[config.mk]
export PLATFORM = sky130hd
export DESIGN_NAME = srtf_schedule_simulator_top
export DESIGN_NICKNAME = d
export VERILOG_FILES = /design/src/hw/rtl/srtf_pkg.sv /design/src/hw/rtl/srtf_ram.sv /design/src/hw/rtl/srtf_scan.sv /design/src/hw/rtl/srtf_schedule_simulator_top.sv
export SDC_FILE = /design/constraint.sdc
export NUM_CORES = 2
export LEC_CHECK = 0
export ABC_AREA = 1
export BUFFER_PORTS_ARGS = -buffer_cell sky130_fd_sc_hd__buf_4
export CAP_MARGIN = 15
export CORE_MARGIN = 1
export CORE_UTILIZATION = 35
export CTS_BUF_LIST = sky130_fd_sc_hd__clkbuf_4 sky130_fd_sc_hd__clkbuf_8
export CTS_CLUSTER_SIZE = 10
export DETAILED_ROUTE_END_ITERATION = 7
export PLACE_DENSITY = 0.6
export REMOVE_ABC_BUFFERS = 1
export SYNTH_ARGS = -nofsm -noshare
export SYNTH_HDL_FRONTEND = slang
export SYNTH_SLANG_ARGS = --single-unit
export TNS_END_PERCENT = 10
[constraint.sdc]
create_clock -name i_clk -period 5.4 [get_ports i_clk]
set_clock_uncertainty 0.15 [all_clocks]
set_input_delay 0.54 -clock i_clk [delete_from_list [all_inputs] [get_ports i_clk]]
set_output_delay 0.54 -clock i_clk [all_outputs]
set_load 0.1 [all_outputs]
[src/hw/rtl/srtf_pkg.sv]
`timescale 1ns / 1ps

package srtf_pkg;

    // default table size
    localparam int DEF_MAX_PROCS = 16;

    // fixed field widths
    localparam int ARR_W   = 16;
    localparam int BURST_W = 16;
    localparam int TIME_W  = 21;
    localparam int ID_W    = 5;

    // sequencer states
    typedef enum logic [2:0] {
        ST_IDLE,
        ST_SCAN,
        ST_DECIDE,
        ST_CALC,
        ST_EMIT
    } t_state;

    // scan unit status toward the sequencer
    typedef struct packed {
        logic have_pick;
        logic have_next;
    } t_scan_flags;

endpackage

[src/hw/rtl/srtf_ram.sv]
`timescale 1ns / 1ps

module srtf_ram #(
    parameter int WIDTH = 8,
    parameter int DEPTH = 16,
    parameter int ADDR_W = (DEPTH > 1) ? $clog2(DEPTH) : 1
) (
    input  logic              i_clk,
    input  logic              i_we,
    input  logic [ADDR_W-1:0] i_waddr,
    input  logic [WIDTH-1:0]  i_wdata,
    input  logic [ADDR_W-1:0] i_raddr,
    output logic [WIDTH-1:0]  o_rdata
);

    logic [WIDTH-1:0] r_mem [DEPTH];
    logic [WIDTH-1:0] r_rdata;

    // one write port, registered read port
    always_ff @(posedge i_clk) begin
        if (i_we) begin
            r_mem[i_waddr] <= i_wdata;
        end
        r_rdata <= r_mem[i_raddr];
    end

    assign o_rdata = r_rdata;

endmodule

[src/hw/rtl/srtf_scan.sv]
`timescale 1ns / 1ps

module srtf_scan #(
    parameter int IDX_W  = 4,
    parameter int TICK_W = 21
) (
    input  logic                        i_clk,
    input  logic                        i_rst_n,
    input  logic                        i_clr,
    input  logic                        i_vld,
    input  logic [IDX_W-1:0]            i_idx,
    input  logic                        i_done,
    input  logic [srtf_pkg::ARR_W-1:0]  i_arrival,
    input  logic [srtf_pkg::BURST_W-1:0] i_burst,
    input  logic [srtf_pkg::BURST_W-1:0] i_remain,
    input  logic [TICK_W-1:0]           i_start_tick,
    input  logic [TICK_W-1:0]           i_now,
    output srtf_pkg::t_scan_flags       o_flags,
    output logic [IDX_W-1:0]            o_pick_idx,
    output logic [srtf_pkg::ARR_W-1:0]  o_arrival,
    output logic [srtf_pkg::BURST_W-1:0] o_burst,
    output logic [srtf_pkg::BURST_W-1:0] o_remain,
    output logic [TICK_W-1:0]           o_start_tick,
    output logic [srtf_pkg::ARR_W-1:0]  o_next_arr
);

    import srtf_pkg::*;

    logic                r_have_pick;
    logic                r_have_next;
    logic [IDX_W-1:0]    r_pick_idx;
    logic [ARR_W-1:0]    r_arrival;
    logic [BURST_W-1:0]  r_burst;
    logic [BURST_W-1:0]  r_remain;
    logic [TICK_W-1:0]   r_start_tick;
    logic [ARR_W-1:0]    r_next_arr;

    logic ready;
    logic take_pick;
    logic take_next;

    // compare one entry against the running best
    always_comb begin
        ready     = !i_done && (TICK_W'(i_arrival) <= i_now);
        take_pick = i_vld && ready && (!r_have_pick || (i_remain < r_remain));
        take_next = i_vld && !i_done && (!r_have_next || (i_arrival < r_next_arr));
    end

    // running best control bits
    always_ff @(posedge i_clk) begin
        if (!i_rst_n || i_clr) begin
            r_have_pick <= 1'b0;
            r_have_next <= 1'b0;
        end else begin
            if (take_pick) begin
                r_have_pick <= 1'b1;
            end
            if (take_next) begin
                r_have_next <= 1'b1;
            end
        end
    end

    // captured entry of the current pick and earliest pending arrival
    always_ff @(posedge i_clk) begin
        if (take_pick) begin
            r_pick_idx   <= i_idx;
            r_arrival    <= i_arrival;
            r_burst      <= i_burst;
            r_remain     <= i_remain;
            r_start_tick <= i_start_tick;
        end
        if (take_next) begin
            r_next_arr <= i_arrival;
        end
    end

    assign o_flags.have_pick = r_have_pick;
    assign o_flags.have_next = r_have_next;
    assign o_pick_idx        = r_pick_idx;
    assign o_arrival         = r_arrival;
    assign o_burst           = r_burst;
    assign o_remain          = r_remain;
    assign o_start_tick      = r_start_tick;
    assign o_next_arr        = r_next_arr;

endmodule

[src/hw/rtl/srtf_schedule_simulator_top.sv]
`timescale 1ns / 1ps

// Shortest-remaining-time-first scheduler. Each process loads while i_start is high
// and o_busy is low; the item with i_final_item set also starts the run and o_busy
// stays high until the last completion record is emitted, falling as it appears. Every
// simulated tick costs one pass over the process table through its single read port
// plus the decide state, and a completing tick adds the calc and emit states for the
// record. A stretch with no ready process is skipped in one pass. Records appear
// for one cycle with o_valid and cannot be held off by the receiver.
module srtf_schedule_simulator_top #(
    parameter int MAX_PROCS = srtf_pkg::DEF_MAX_PROCS
) (
    input  logic                          i_clk,
    input  logic                          i_rst_n,
    input  logic                          i_start,
    output logic                          o_busy,
    input  logic [srtf_pkg::ARR_W-1:0]    i_arrival,
    input  logic [srtf_pkg::BURST_W-1:0]  i_burst,
    input  logic                          i_final_item,
    output logic                          o_valid,
    output logic [srtf_pkg::ID_W-1:0]     o_proc_id,
    output logic [srtf_pkg::TIME_W-1:0]   o_completion_time,
    output logic [srtf_pkg::TIME_W-1:0]   o_turnaround_time,
    output logic [srtf_pkg::TIME_W-1:0]   o_waiting_time,
    output logic [srtf_pkg::TIME_W-1:0]   o_response_time,
    output logic                          o_last_result
);

    import srtf_pkg::*;

    localparam int IDX_W  = (MAX_PROCS > 1) ? $clog2(MAX_PROCS) : 1;
    localparam int CNT_W  = $clog2(MAX_PROCS + 1);
    localparam int TICK_W = ARR_W + $clog2(MAX_PROCS + 1);
    localparam int WORD_W = ARR_W + 2 * BURST_W + TICK_W;

    t_state r_state;
    t_state n_state;

    logic [CNT_W-1:0]     r_loaded;
    logic [CNT_W-1:0]     r_finished;
    logic [TICK_W-1:0]    r_now;
    logic [CNT_W-1:0]     r_scan_cnt;
    logic                 r_rd_vld;
    logic [IDX_W-1:0]     r_rd_idx;
    logic [MAX_PROCS-1:0] r_started;
    logic [MAX_PROCS-1:0] r_done;

    logic [IDX_W-1:0]     r_cur_idx;
    logic [ARR_W-1:0]     r_cur_arr;
    logic [BURST_W-1:0]   r_cur_burst;
    logic [TICK_W-1:0]    r_cur_start;
    logic [TICK_W-1:0]    r_tat;
    logic [TICK_W-1:0]    r_resp;

    logic                 r_valid;
    logic [ID_W-1:0]      r_proc_id;
    logic [TIME_W-1:0]    r_completion;
    logic [TIME_W-1:0]    r_turnaround;
    logic [TIME_W-1:0]    r_waiting;
    logic [TIME_W-1:0]    r_response;
    logic                 r_last;

    logic                 load_xfer;
    logic                 load_store;
    logic                 issue;
    logic                 scan_clr;
    logic                 last_done;

    logic                 ram_we;
    logic [IDX_W-1:0]     ram_waddr;
    logic [WORD_W-1:0]    ram_wdata;
    logic [WORD_W-1:0]    ram_rdata;

    t_scan_flags          scan_flags;
    logic [IDX_W-1:0]     pick_idx;
    logic [ARR_W-1:0]     pick_arr;
    logic [BURST_W-1:0]   pick_burst;
    logic [BURST_W-1:0]   pick_rem;
    logic [TICK_W-1:0]    pick_start;
    logic [ARR_W-1:0]     next_arr;

    logic [BURST_W-1:0]   upd_rem;
    logic [TICK_W-1:0]    upd_start;
    logic [TICK_W-1:0]    upd_now;
    logic                 upd_complete;
    logic [TICK_W-1:0]    idle_now;

    // handshake and scan control
    always_comb begin
        load_xfer  = i_start && (r_state == ST_IDLE);
        load_store = load_xfer && (r_loaded < CNT_W'(MAX_PROCS));
        issue      = (r_state == ST_SCAN) && (r_scan_cnt < r_loaded);
        scan_clr   = (r_state == ST_SCAN) && (r_scan_cnt == '0);
        last_done  = (r_finished == r_loaded);
    end

    // per-tick update of the picked process
    always_comb begin
        upd_start    = r_started[pick_idx] ? pick_start : r_now;
        upd_rem      = (pick_rem != '0) ? (pick_rem - 1'b1) : pick_rem;
        upd_now      = (pick_rem != '0) ? (r_now + 1'b1) : r_now;
        upd_complete = (upd_rem == '0);
        if (!scan_flags.have_next || (TICK_W'(next_arr) <= r_now)) begin
            idle_now = r_now + 1'b1;
        end else begin
            idle_now = TICK_W'(next_arr);
        end
    end

    // table write port: loads when idle, write-back after a pick
    always_comb begin
        if (r_state == ST_DECIDE) begin
            ram_we    = scan_flags.have_pick;
            ram_waddr = pick_idx;
            ram_wdata = {pick_arr, pick_burst, upd_rem, upd_start};
        end else begin
            ram_we    = load_store;
            ram_waddr = r_loaded[IDX_W-1:0];
            ram_wdata = {i_arrival, i_burst, i_burst, TICK_W'(0)};
        end
    end

    srtf_ram #(
        .WIDTH (WORD_W),
        .DEPTH (MAX_PROCS)
    ) u_table (
        .i_clk   (i_clk),
        .i_we    (ram_we),
        .i_waddr (ram_waddr),
        .i_wdata (ram_wdata),
        .i_raddr (r_scan_cnt[IDX_W-1:0]),
        .o_rdata (ram_rdata)
    );

    srtf_scan #(
        .IDX_W  (IDX_W),
        .TICK_W (TICK_W)
    ) u_scan (
        .i_clk        (i_clk),
        .i_rst_n      (i_rst_n),
        .i_clr        (scan_clr),
        .i_vld        (r_rd_vld),
        .i_idx        (r_rd_idx),
        .i_done       (r_done[r_rd_idx]),
        .i_arrival    (ram_rdata[WORD_W-1 -: ARR_W]),
        .i_burst      (ram_rdata[WORD_W-ARR_W-1 -: BURST_W]),
        .i_remain     (ram_rdata[TICK_W+BURST_W-1 -: BURST_W]),
        .i_start_tick (ram_rdata[TICK_W-1:0]),
        .i_now        (r_now),
        .o_flags      (scan_flags),
        .o_pick_idx   (pick_idx),
        .o_arrival    (pick_arr),
        .o_burst      (pick_burst),
        .o_remain     (pick_rem),
        .o_start_tick (pick_start),
        .o_next_arr   (next_arr)
    );

    // next state
    always_comb begin
        n_state = r_state;
        unique case (r_state)
            ST_IDLE: begin
                if (load_xfer && i_final_item) begin
                    n_state = ST_SCAN;
                end
            end
            ST_SCAN: begin
                if (!issue) begin
                    n_state = ST_DECIDE;
                end
            end
            ST_DECIDE: begin
                if (scan_flags.have_pick && upd_complete) begin
                    n_state = ST_CALC;
                end else begin
                    n_state = ST_SCAN;
                end
            end
            ST_CALC: begin
                n_state = ST_EMIT;
            end
            ST_EMIT: begin
                n_state = last_done ? ST_IDLE : ST_SCAN;
            end
            default: begin
                n_state = ST_IDLE;
            end
        endcase
    end

    // state register
    always_ff @(posedge i_clk) begin
        if (!i_rst_n) begin
            r_state <= ST_IDLE;
        end else begin
            r_state <= n_state;
        end
    end

    // run control: counts, time, flags
    always_ff @(posedge i_clk) begin
        if (!i_rst_n) begin
            r_loaded   <= '0;
            r_finished <= '0;
            r_now      <= '0;
            r_scan_cnt <= '0;
            r_rd_vld   <= 1'b0;
            r_started  <= '0;
            r_done     <= '0;
        end else begin
            r_rd_vld <= issue;
            if (issue) begin
                r_scan_cnt <= r_scan_cnt + 1'b1;
            end else if (r_state != ST_SCAN) begin
                r_scan_cnt <= '0;
            end
            if (load_store) begin
                r_loaded                       <= r_loaded + 1'b1;
                r_started[r_loaded[IDX_W-1:0]] <= 1'b0;
                r_done[r_loaded[IDX_W-1:0]]    <= 1'b0;
            end
            if (r_state == ST_DECIDE) begin
                if (scan_flags.have_pick) begin
                    r_now               <= upd_now;
                    r_started[pick_idx] <= 1'b1;
                    if (upd_complete) begin
                        r_done[pick_idx] <= 1'b1;
                        r_finished       <= r_finished + 1'b1;
                    end
                end else begin
                    r_now <= idle_now;
                end
            end
            if ((r_state == ST_EMIT) && last_done) begin
                r_loaded   <= '0;
                r_finished <= '0;
                r_now      <= '0;
                r_started  <= '0;
                r_done     <= '0;
            end
        end
    end

    // read pipeline index and completion datapath
    always_ff @(posedge i_clk) begin
        r_rd_idx <= r_scan_cnt[IDX_W-1:0];
        if (r_state == ST_DECIDE) begin
            r_cur_idx   <= pick_idx;
            r_cur_arr   <= pick_arr;
            r_cur_burst <= pick_burst;
            r_cur_start <= upd_start;
        end
        if (r_state == ST_CALC) begin
            r_tat  <= r_now - TICK_W'(r_cur_arr);
            r_resp <= r_cur_start - TICK_W'(r_cur_arr);
        end
        if (r_state == ST_EMIT) begin
            r_proc_id    <= ID_W'({1'b0, r_cur_idx} + 1'b1);
            r_completion <= TIME_W'(r_now);
            r_turnaround <= TIME_W'(r_tat);
            r_waiting    <= TIME_W'(r_tat - TICK_W'(r_cur_burst));
            r_response   <= TIME_W'(r_resp);
            r_last       <= last_done;
        end
    end

    // result strobe
    always_ff @(posedge i_clk) begin
        if (!i_rst_n) begin
            r_valid <= 1'b0;
        end else begin
            r_valid <= (r_state == ST_EMIT);
        end
    end

    assign o_busy            = (r_state != ST_IDLE);
    assign o_valid           = r_valid;
    assign o_proc_id         = r_proc_id;
    assign o_completion_time = r_completion;
    assign o_turnaround_time = r_turnaround;
    assign o_waiting_time    = r_waiting;
    assign o_response_time   = r_response;
    assign o_last_result     = r_last;

endmodule
==> flow_metrics.env <==
export IMPL_synthFlopType="edfxtp_1"
export IMPL_power_density_nw_per_um2=346
export IMPL_cts_resized=0
export IMPL_max_cap_violations=0
export IMPL_cts_max_level=4
export IMPL_clk_pin_slew_ps=60
export IMPL_intPower_mw=19.0
export IMPL_vias=40900
export IMPL_p_sw_mw=5.59
export IMPL_die_area_um2=179000
export IMPL_num_cts_buffers=232
export IMPL_post_drt_wl_per_cell_um=23.5
export IMPL_die_h_um=423
export IMPL_cts_num_sinks=1530
export IMPL_layout_cells_most_common_list="1382 x edfxtp_1, 707 x nor2_1, 684 x o21ai_0"
export IMPL_seq_pwr_share_pct=54.2
export IMPL_final_min_clock_period_ps=3940
export IMPL_grt_first_pass_wirelength_mm=265
export IMPL_gpl_final_weighted_congestion=0.943
export IMPL_post_cts_setup_buffer_count=0
export IMPL_dr_pass1_iters=8
export IMPL_place_detailed_instances=7277
export IMPL_vdd_drop_max_mv=0.255
export IMPL_max_freq_mhz=254
export IMPL_clockPowerShare_pct=41.1
export IMPL_hpwl_after_dpl_mm=106
export IMPL_detail_route_drc_violations=0
export IMPL_tritoncts="built"
export IMPL_most_common_cell_after_layout_fill_and_taps_aside="edfxtp_1"
export IMPL_timing_critical_path_to_type="flip-flop"
export IMPL_combinationalPowerShare_pct=4.7
export IMPL_grt_max_degree=160
export IMPL_die_x_um=423
export IMPL_final_cell_area_um2=70900
export IMPL_final_min_period_over_clock_period_pct=72.9
export IMPL_netlist_instances=5002
export IMPL_setup_worst_path_start_class="flip-flop"
export IMPL_post_synth_num_cell_types=46
export IMPL_grt_setup_unrepaired="no"
export IMPL_area_of_the_mapped_netlist_um2=62000
export IMPL_holdCritPathClass="primary input to flip-flop"
export IMPL_async_flop_share_pct=0
export IMPL_avgViaCountPerCell=5.30
export IMPL_final_core_utilization_pct=40.3
export IMPL_static_leakage_power_nw=24.6
export IMPL_worst_endpoint_required_ps=5860
export IMPL_synth_enable_flop_cells=1382
export IMPL_finalMaxSlewViolations=0
export IMPL_finalSetupViolCount=0
export IMPL_timing_hold_worst_path_depth=4
export IMPL_portBuffers=127
export IMPL_clk_root_buffer_cell="clkbuf_8"
export IMPL_worst_setup_path_type="flip-flop to flip-flop"
export IMPL_grt_use_total_pct=19.9
export IMPL_boundaryPins=128
export IMPL_areaGrowthSynthToFinish_pct=14.4
export IMPL_yosys_warnings=0
export IMPL_worst_path_max_fanout=44
export IMPL_status="finished, final reports clean"
export IMPL_core_region_area_um2=176000
export IMPL_hold_worst_slack_ps=93.9
export IMPL_finalWirelength_mm=182
export IMPL_detail_route_iter0_violations=4123
export IMPL_clock_insertion_delay_worst_skew_ps=990
export IMPL_initial_core_util_pct=35.2
export IMPL_hold_violations=0
export IMPL_layout_drive_gt1_share_pct=12.0
export IMPL_placedInstanceArea_um2=65800
export IMPL_cts_max_path_buffers=3
export IMPL_stdcell_count=7726
export IMPL_globalRouteOverflowTotal=0
export IMPL_seq_area_frac_synth_pct=71.7
export IMPL_switching_portion_of_total_power_pct=22.8
export IMPL_final_setup_tns_ps=0
export IMPL_final_nets=5343
export IMPL_cts_hold_repair_buffers=7
export IMPL_tightestPinTransition_ps=1240
export IMPL_r2r_cells=6
export IMPL_floorplan_rows=154
export IMPL_maxSlewHeadroom_pct=17.6
export IMPL_number_of_global_route_vias_before_repair=39700
export IMPL_antenna_found_initial=5
export IMPL_drtAntennaViolNets=0
export IMPL_synth_ff_latch_count=1530
export IMPL_post_synth_cell_area_avg_um2=12.4
export IMPL_arrival_ps=4400
-- path summary, 6_finish.rpt --
path                                          start                     to  slack (ps)
worst max-delay path                     r_state[2]  u_table.r_mem[12][61]        1460
worst min-delay path                    i_burst[10]   u_table.r_mem[1][31]          90
worst max register to register           r_state[2]  u_table.r_mem[12][61]        1460
worst min register to register  u_table.o_rdata[39]      u_scan.o_burst[2]         240
-- cells by family after synthesis --
kind of cell	after synthesis	share of synthesized area [%]
buffers and inverters	480	3.02
AND/OR/NAND/NOR	1587	10.5
AO/OA/AOI/OAI	1195	10.9
flip-flops	1530	71.7
adder cells (fa/ha/maj)	127	2.60
XOR/XNOR	83	1.17
-- metal layers --
layer / part of all wire (%) / vias up / track usage, % / routed length, µm
met2: 48 / 1658 / 33.0 / 88000
met5: 0.0093 / - / 0 / 17
met4: 5.2 / 2 / 10.6 / 9550
met1: 40 / 20200 / 25.1 / 72700
li1: - / 18700 / - / -
met3: 6.4 / 351 / 3.00 / 11700
-- cell type report --
class / instances / area, µm²
timing repair buffer: 203 / 1850
multi-input combinational: 2992 / 15800
clock buffer: 325 / 3990
fill: 16400 / 105000
antenna: 1 / 2.50
inverter: 221 / 850
tap: 2340 / 2930
clock inverter: 114 / 985
sequential: 1530 / 44500
-- critical path, stage by stage (launching register included) --
cell and delay, ps:
dfxtp_1 360, nor2_1 230, nand2_4 420, o21ai_0 530, nand3_1 420, nor2_4 990
buf_12 370
-- power by group through the flow --
stage	combinational, mW	sequential, mW	clock, mW
floorplan	0.665	13.5	0
global placement	1.12	13.5	0
detailed placement	1.14	13.5	0
CTS	1.15	13.3	10.3
global route	1.26	13.3	10.7
finish	1.15	13.3	10.1
-- registers in the layout, indices dropped and copies added (netlist names), 21 cells and up --
register and count:
o_response_time 21, o_completion_time 21, r_tat 21, r_resp 21, u_table.o_rdata 69, o_turnaround_time 21
u_table.r_mem 1104, o_waiting_time 21, r_now 21, r_cur_start 21, u_scan.o_start_tick 21
-- through the flow --
step | power [mW] | setup WS [ps]
floorplan | 14.2 | -15820
global placement | 14.7 | 1540
detailed placement | 14.7 | 1500
CTS | 24.7 | 1430
global route | 25.3 | 1290
finish | 24.5 | 1460
-- synthesized netlist by cell type (all sizes together), types with 29 or more instances --
library cell | n | area (µm²)
a21oi | 158 | 791
dfxtp | 148 | 2960
nand4 | 45 | 282
inv | 214 | 803
xnor2 | 29 | 254
xor2 | 54 | 473
o22ai | 160 | 1000
nand3 | 222 | 1120
ha | 124 | 1550
buf | 48 | 249
nand2 | 543 | 2060
clkbuf | 211 | 792
o21ai | 699 | 3500
o211ai | 30 | 225
o221ai | 117 | 1020
edfxtp | 1382 | 41500
nor2 | 736 | 2820
(Power assumes the default switching activity.)
